File: config.mk
export PLATFORM = sky130hd
export DESIGN_NAME = serial_motor_command_driver_core
export DESIGN_NICKNAME = d
export VERILOG_FILES = /design/src/rtl/smcd_pkg.sv /design/src/rtl/smcd_engine.sv /design/src/rtl/serial_motor_command_driver_core.sv
export SDC_FILE = /design/constraint.sdc
export NUM_CORES = 1
export LEC_CHECK = 0
export BUFFER_PORTS_ARGS = -buffer_cell sky130_fd_sc_hd__buf_2
export CAP_MARGIN = 20
export CORE_ASPECT_RATIO = 0.9
export CORE_MARGIN = 3
export CORE_UTILIZATION = 46
export CTS_CLUSTER_DIAMETER = 40
export DETAILED_ROUTE_END_ITERATION = 8
export GPL_TIMING_DRIVEN = 1
export PLACE_DENSITY = 0.64
export SYNTH_ARGS = -nofsm -noshare
export SYNTH_HDL_FRONTEND = slang
export SYNTH_SLANG_ARGS = --single-unit
File: constraint.sdc
create_clock -name i_clk -period 3.1 [get_ports i_clk]
set_clock_uncertainty 0.1 [all_clocks]
set_input_delay 0 -clock i_clk [delete_from_list [all_inputs] [get_ports i_clk]]
set_output_delay 0 -clock i_clk [all_outputs]
set_load 0.005 [all_outputs]
File: src/rtl/smcd_pkg.sv
// Package for the serial motor command driver: item types, status codes,
// character constants and the speed-to-drive function. No dependencies.
`timescale 1ns / 1ps
`default_nettype none

package smcd_pkg;

    localparam int CMD_MAX_LEN = 16;
    localparam int CNT_W       = $clog2(CMD_MAX_LEN + 1);

    localparam logic [7:0] CHAR_CR   = 8'h0D;
    localparam logic [7:0] CHAR_M1   = 8'h31;
    localparam logic [7:0] CHAR_M2   = 8'h32;
    localparam logic [7:0] SPEED_MID = 8'd127;

    localparam logic [9:0] DUTY_MAX       = 10'h3FF;
    localparam logic [9:0] THRESHOLD_INIT = 10'd1023;

    localparam logic [2:0] ST_PENDING     = 3'd0;
    localparam logic [2:0] ST_ACCEPTED    = 3'd1;
    localparam logic [2:0] ST_TOO_LONG    = 3'd2;
    localparam logic [2:0] ST_BAD_LENGTH  = 3'd3;
    localparam logic [2:0] ST_BAD_MOTOR   = 3'd4;
    localparam logic [2:0] ST_OVERCURRENT = 3'd5;

    localparam logic ACT_BYTE   = 1'b0;
    localparam logic ACT_SAMPLE = 1'b1;

    typedef struct packed {
        logic       action;
        logic [7:0] byte_value;
        logic [9:0] sample_value;
    } t_cmd_in;

    typedef struct packed {
        logic [2:0] status;
        logic [9:0] motor1_duty;
        logic       motor1_forward;
        logic [9:0] motor2_duty;
        logic       motor2_forward;
        logic       sample_channel;
    } t_cmd_out;

    typedef struct packed {
        logic [9:0] duty;
        logic       forward;
    } t_drive;

    function automatic t_drive speed_to_drive(input logic [7:0] speed);
        t_drive     d;
        logic [7:0] mag;
        if (speed >= SPEED_MID) begin
            d.forward = 1'b1;
            mag       = speed - SPEED_MID;
        end else begin
            d.forward = 1'b0;
            mag       = SPEED_MID - speed;
        end
        if (mag[7]) begin
            d.duty = DUTY_MAX;
        end else begin
            d.duty = {mag[6:0], 3'b000};
        end
        return d;
    endfunction

endpackage

`default_nettype wire

File: src/rtl/smcd_engine.sv
// Command parser and motor state of the serial motor command driver.
// Holds the threshold and motor registers; depends on smcd_pkg.
`timescale 1ns / 1ps
`default_nettype none

module smcd_engine (
    input  wire logic              i_clk,
    input  wire logic              i_rst_n,
    input  wire logic              i_fire,
    input  wire smcd_pkg::t_cmd_in i_item,
    input  wire logic              i_cfg_wr_en,
    input  wire logic [9:0]        i_cfg_wr_data,
    output smcd_pkg::t_cmd_out     o_result
);

    logic [9:0]                 r_threshold;
    logic [smcd_pkg::CNT_W-1:0] r_byte_count;
    logic [7:0]                 r_first_byte;
    logic [7:0]                 r_second_byte;
    logic [9:0]                 r_m1_duty;
    logic                       r_m1_fwd;
    logic [9:0]                 r_m2_duty;
    logic                       r_m2_fwd;
    logic                       r_channel;

    logic [smcd_pkg::CNT_W-1:0] n_byte_count;
    logic [7:0]                 n_first_byte;
    logic [7:0]                 n_second_byte;
    logic [9:0]                 n_m1_duty;
    logic                       n_m1_fwd;
    logic [9:0]                 n_m2_duty;
    logic                       n_m2_fwd;
    logic                       n_channel;
    logic [2:0]                 status;
    logic [smcd_pkg::CNT_W-1:0] count_inc;
    smcd_pkg::t_drive           drive;

    assign drive     = smcd_pkg::speed_to_drive(r_second_byte);
    assign count_inc = r_byte_count + smcd_pkg::CNT_W'(1);

    always_comb begin
        n_byte_count  = r_byte_count;
        n_first_byte  = r_first_byte;
        n_second_byte = r_second_byte;
        n_m1_duty     = r_m1_duty;
        n_m1_fwd      = r_m1_fwd;
        n_m2_duty     = r_m2_duty;
        n_m2_fwd      = r_m2_fwd;
        n_channel     = r_channel;
        status        = smcd_pkg::ST_PENDING;
        if (i_item.action == smcd_pkg::ACT_BYTE) begin
            if (i_item.byte_value == smcd_pkg::CHAR_CR) begin
                priority if (r_byte_count != smcd_pkg::CNT_W'(2)) begin
                    status = smcd_pkg::ST_BAD_LENGTH;
                end else if (r_first_byte == smcd_pkg::CHAR_M1) begin
                    n_m1_duty = drive.duty;
                    n_m1_fwd  = drive.forward;
                    status    = smcd_pkg::ST_ACCEPTED;
                end else if (r_first_byte == smcd_pkg::CHAR_M2) begin
                    n_m2_duty = drive.duty;
                    n_m2_fwd  = drive.forward;
                    status    = smcd_pkg::ST_ACCEPTED;
                end else begin
                    status = smcd_pkg::ST_BAD_MOTOR;
                end
                n_byte_count = '0;
            end else begin
                if (r_byte_count == smcd_pkg::CNT_W'(0)) begin
                    n_first_byte = i_item.byte_value;
                end
                if (r_byte_count == smcd_pkg::CNT_W'(1)) begin
                    n_second_byte = i_item.byte_value;
                end
                if (count_inc >= smcd_pkg::CNT_W'(smcd_pkg::CMD_MAX_LEN)) begin
                    status       = smcd_pkg::ST_TOO_LONG;
                    n_byte_count = '0;
                end else begin
                    n_byte_count = count_inc;
                end
            end
        end else begin
            if (i_item.sample_value > r_threshold) begin
                n_m1_duty = '0;
                n_m1_fwd  = 1'b1;
                n_m2_duty = '0;
                n_m2_fwd  = 1'b1;
                status    = smcd_pkg::ST_OVERCURRENT;
            end
            n_channel = ~r_channel;
        end
    end

    always_comb begin
        o_result.status         = status;
        o_result.motor1_duty    = n_m1_duty;
        o_result.motor1_forward = n_m1_fwd;
        o_result.motor2_duty    = n_m2_duty;
        o_result.motor2_forward = n_m2_fwd;
        o_result.sample_channel = n_channel;
    end

    always_ff @(posedge i_clk) begin
        if (!i_rst_n) begin
            r_threshold   <= smcd_pkg::THRESHOLD_INIT;
            r_byte_count  <= '0;
            r_first_byte  <= '0;
            r_second_byte <= '0;
            r_m1_duty     <= '0;
            r_m1_fwd      <= 1'b1;
            r_m2_duty     <= '0;
            r_m2_fwd      <= 1'b1;
            r_channel     <= 1'b0;
        end else begin
            if (i_cfg_wr_en) begin
                r_threshold <= i_cfg_wr_data;
            end
            if (i_fire) begin
                r_byte_count  <= n_byte_count;
                r_first_byte  <= n_first_byte;
                r_second_byte <= n_second_byte;
                r_m1_duty     <= n_m1_duty;
                r_m1_fwd      <= n_m1_fwd;
                r_m2_duty     <= n_m2_duty;
                r_m2_fwd      <= n_m2_fwd;
                r_channel     <= n_channel;
            end
        end
    end

endmodule

`default_nettype wire

File: src/rtl/serial_motor_command_driver_core.sv
// Top level of the serial motor command driver: input register, result
// register and handshakes around smcd_engine; depends on smcd_pkg.
//
// Channel   Direction  Handshake                  Payload
// in        to block   i_in_valid / o_in_stall    i_in_item  (t_cmd_in)
// out       from block o_out_valid / i_out_stall  o_out_item (t_cmd_out)
// cfg       to block   i_cfg_wr_en                i_cfg_wr_data (threshold)
//
// Each item passes through the input register and then the result register.
// One item is accepted every cycle while the input side is not stalled.
// Reset is synchronous and empties both registers and clears all command state.
// A stall on the output holds the result and then the input register;
// the input side stalls only when both are full.
`timescale 1ns / 1ps
`default_nettype none

module serial_motor_command_driver_core (
    input  wire logic               i_clk,
    input  wire logic               i_rst_n,
    input  wire logic               i_in_valid,
    output logic                    o_in_stall,
    input  wire smcd_pkg::t_cmd_in  i_in_item,
    output logic                    o_out_valid,
    input  wire logic               i_out_stall,
    output smcd_pkg::t_cmd_out      o_out_item,
    input  wire logic               i_cfg_wr_en,
    input  wire logic [9:0]         i_cfg_wr_data
);

    logic               r_in_valid;
    smcd_pkg::t_cmd_in  r_in_item;
    logic               r_out_valid;
    smcd_pkg::t_cmd_out r_out_item;
    smcd_pkg::t_cmd_out result;
    logic               out_blocked;
    logic               fire;

    assign out_blocked = r_out_valid && i_out_stall;
    assign fire        = r_in_valid && !out_blocked;
    assign o_in_stall  = r_in_valid && out_blocked;
    assign o_out_valid = r_out_valid;
    assign o_out_item  = r_out_item;

    smcd_engine u_engine (
        .i_clk         (i_clk),
        .i_rst_n       (i_rst_n),
        .i_fire        (fire),
        .i_item        (r_in_item),
        .i_cfg_wr_en   (i_cfg_wr_en),
        .i_cfg_wr_data (i_cfg_wr_data),
        .o_result      (result)
    );

    always_ff @(posedge i_clk) begin
        if (!i_rst_n) begin
            r_in_valid  <= 1'b0;
            r_out_valid <= 1'b0;
        end else begin
            if (!o_in_stall) begin
                r_in_valid <= i_in_valid;
            end
            if (!out_blocked) begin
                r_out_valid <= r_in_valid;
            end
        end
    end

    always_ff @(posedge i_clk) begin
        if (!o_in_stall && i_in_valid) begin
            r_in_item <= i_in_item;
        end
        if (fire) begin
            r_out_item <= result;
        end
    end

`ifndef SYNTHESIS
    a_reset_empties: assert property (@(posedge i_clk)
        !i_rst_n |=> !r_in_valid && !r_out_valid)
        else $error("pipeline not empty after reset");

    a_stall_only_when_full: assert property (@(posedge i_clk)
        o_in_stall |-> r_in_valid && r_out_valid)
        else $error("input stalled while a register is free");

    a_fire_gives_result: assert property (@(posedge i_clk) disable iff (!i_rst_n)
        fire |=> r_out_valid)
        else $error("processed item did not reach the result register");

    a_overcurrent_stops: assert property (@(posedge i_clk) disable iff (!i_rst_n)
        o_out_valid && o_out_item.status == smcd_pkg::ST_OVERCURRENT |->
        o_out_item.motor1_duty == 10'd0 && o_out_item.motor2_duty == 10'd0 &&
        o_out_item.motor1_forward && o_out_item.motor2_forward)
        else $error("overcurrent result does not show both motors stopped");
`endif

endmodule

`default_nettype wire

==> reports/results.ini <==
[run_status]
status=complete, no violations

[synthesis]
synth_xor_area_frac=0.0134
synthDistinctLibCells=56
synthCells=431
synth_edf_count=45
seq_area_frac_synth=0.542
async_flop_share=0
synth_top_family_by_area=simple AND/OR/NAND/NOR gates
synth_adder_area_share=0.0411
ys.flop_type=dfxtp_1
yosysMostFrequentCell=dfxtp_1
synth_area_leader_cell=edfxtp_1
synth_compound_area_frac=0.151
yosys.area_share.simple=0.181
ys_top_cells_by_count=dfxtp_1, nand2_1, edfxtp_1
synth_top_area_share=0.296
syn_nets=480
synth_mux_area_frac=0.0395
synth_area_leaders=edfxtp_1, dfxtp_1, ha_1
yosys_warnings=0
yosys_register_bits=101
synth_area_um2=4560
avgSynthCellArea_um2=10.6

[critical_path]
arrival_ns=2.76
critPathKind=reg -> reg
worst_r2r_endpoint=u_engine.r_m2_duty[9]
critical_path.slowest_cell=or4_1
startpoint=r_in_item[14]
required_ns=3.26
critPathCapture=u_engine.r_m2_duty[9]
reg2reg_depth=6
cp_cell_sequence=nor4b_4 > nand4_1 > or4_1 > nand2b_4 > and3_1 > o21a_1
r2r_slack_ns=0.51
start_kind=flip-flop
cpPeakStageDelay_ns=0.75
critPathCaptureType=flip-flop
crit_fanout=17
r2r-start=r_in_item[14]

[power]
peakVddDrop_mv=0.287
powerDensity_nw_per_um2=451
power_leakage_nw=2.33

[global_route]
antenna_found_initial=0
grt.overflow.total=0
grt_max_degree=25
grt_pass1_wl_um=17400
grtUsageTotal=0.192
grt_pass1_vias=3656

[clock_network]
cts_root_buffer=clkbuf_8
cts-resized-gates=0
cts_tree=yes
clock_sinks=101
clock_latency_ns=0.36
htree_levels=3
clk_path_buf_depth=2
cts_buffers=9
path_clk_slew_ns=0.10

[cells_and_area]
synthToLayoutAreaGrowth_pct=26.4
antenna_cells=0
drive_gt1_frac=0.188
layout.nets=596

[sta]
setup_ws_ns=0.505
rsz0062_at_grt=no
hold_viol=0
slew_viol_final=0
finalSetupViolations=0
maxSlewHeadroom=0.572
fin_crit_ns=2.59
tns_ns=0
min_period_over_period=0.837
worst_pin_slew_ns=0.635
fmax_mhz=385

[route]
route.detailed.drc=0
wirelength_um=10500
wl_per_cell_um=15.5
ant_nets=0
dr.pass1.iters=4
drt_iter0_drc=145
num_vias=3648
vias_per_cell=5.41

[placed_design]
place.gp.congestion=0.810
hpwl_um=7070
port-buffer-count=61
dp_slack_ns=0.510

[min_path]
min_from=i_in_item[7]
hold_class=in -> reg

[job]
maxCapViolations=0

[floorplan]
initial_utilization=0.487
core-area_um2=9370
rows=33
die_h_um=100
die_w_um=111
io_pins=62
dieArea_um2=11100

report_power, final:
part,switching [mW],internal (mW),leakage [nW]
Combinational,0.121,0.119,1.35
Clock,0.444,0.459,0.104
Sequential,0.0238,1.44,0.875
Total,0.588,2.01,2.33
cells by family after synthesis:
family	Yosys count
flip-flops	101
adder cells (fa/ha/maj)	15
AO/OA/AOI/OAI	95
multiplexers	18
XOR/XNOR	7
buffers and inverters	38
AND/OR/NAND/NOR	157
per-layer routing:
metal | global-route usage | share of wire | vias to the layer above
met5 | 0 | 0 | -
met4 | 0.0616 | 0.015 | 0
met3 | 0.0390 | 0.040 | 13
met2 | 0.331 | 0.49 | 89
met1 | 0.246 | 0.45 | 1718
li1 | - | - | 1828
repair_timing:
action | CTS | global route
hold buffers | 52 | 0
setup buffers | 0 | 0
hold endpoints to repair | 32 | 0
endpoints found under the setup margin | 0 | 0
cell type report:
class / instances / area (um2)
inverters: 19 / 71.3
clock buffers: 11 / 131
repair buffers: 124 / 908
flip-flops and latches: 101 / 2470
well taps: 122 / 153
fillers: 759 / 3610
clock inverters: 5 / 85.1
multi-input cells: 292 / 1940
layout by cell type (no fill, tap or decap), types with 4 or more instances in the layout:
cell type	n
mux2i_1	18
ha_1	15
o211ai_1	13
buf_2	61
a21oi_1	19
xor2_1	4
dlygate4sd3_1	52
nor2b_1	5
o21ai_0	20
nor2_1	33
nand2b_1	4
o221ai_1	5
nand4_1	9
nor3_1	7
and3_1	4
inv_1	17
clkbuf_8	9
nand3_1	22
o221a_2	4
o2bb2ai_1	5
nand2_1	49
a22oi_2	4
buf_4	11
edfxtp_1	45
a211oi_1	4
dfxtp_1	56
critical path, delay by kind of cell, from the launching register on:
kind	cells	cell delay (ns)
flops	1	0.45
compound gates	1	0.18
simple gates	5	1.77
worst min-delay path by stage:
stage / to / slack, ns / cells after the start
2_1_floorplan: r_in_item[0] / -0.001 / 0
3_3_place_gp: r_in_item[13] / 0.08 / 1
3_5_place_dp: r_in_item[13] / 0.08 / 1
4_1_cts: r_in_item[12] / 0.22 / 2
5_1_grt: r_in_item[15] / 0.23 / 2
6_report: r_in_item[7] / 0.24 / 2
registers in the layout, summed over array words and instances (netlist names):
name                    cells
o_out_item                 26
r_in_item                  19
u_engine.r_m1_duty         10
u_engine.r_m2_duty         10
u_engine.r_threshold       10
u_engine.r_first_byte       8
u_engine.r_second_byte      8
u_engine.r_byte_count       5
o_out_valid                 1
r_in_valid                  1
u_engine.r_channel          1
u_engine.r_m1_fwd           1
u_engine.r_m2_fwd           1
through the flow:
step            util  power (mW)  hold WS (ns)  instance area, um2  cells
6_report       0.615        2.60         0.243                5770    674
5_1_grt        0.615        2.71         0.233                5770    674
3_5_place_dp   0.537        1.67        0.0781                5030    606
2_1_floorplan      -        1.59      -0.00113                4560    431
4_1_cts        0.615        2.62         0.220                5770    674
3_3_place_gp   0.537        1.67        0.0769                5030    606
No activity file was read; power rests on OpenSTA's default activity.
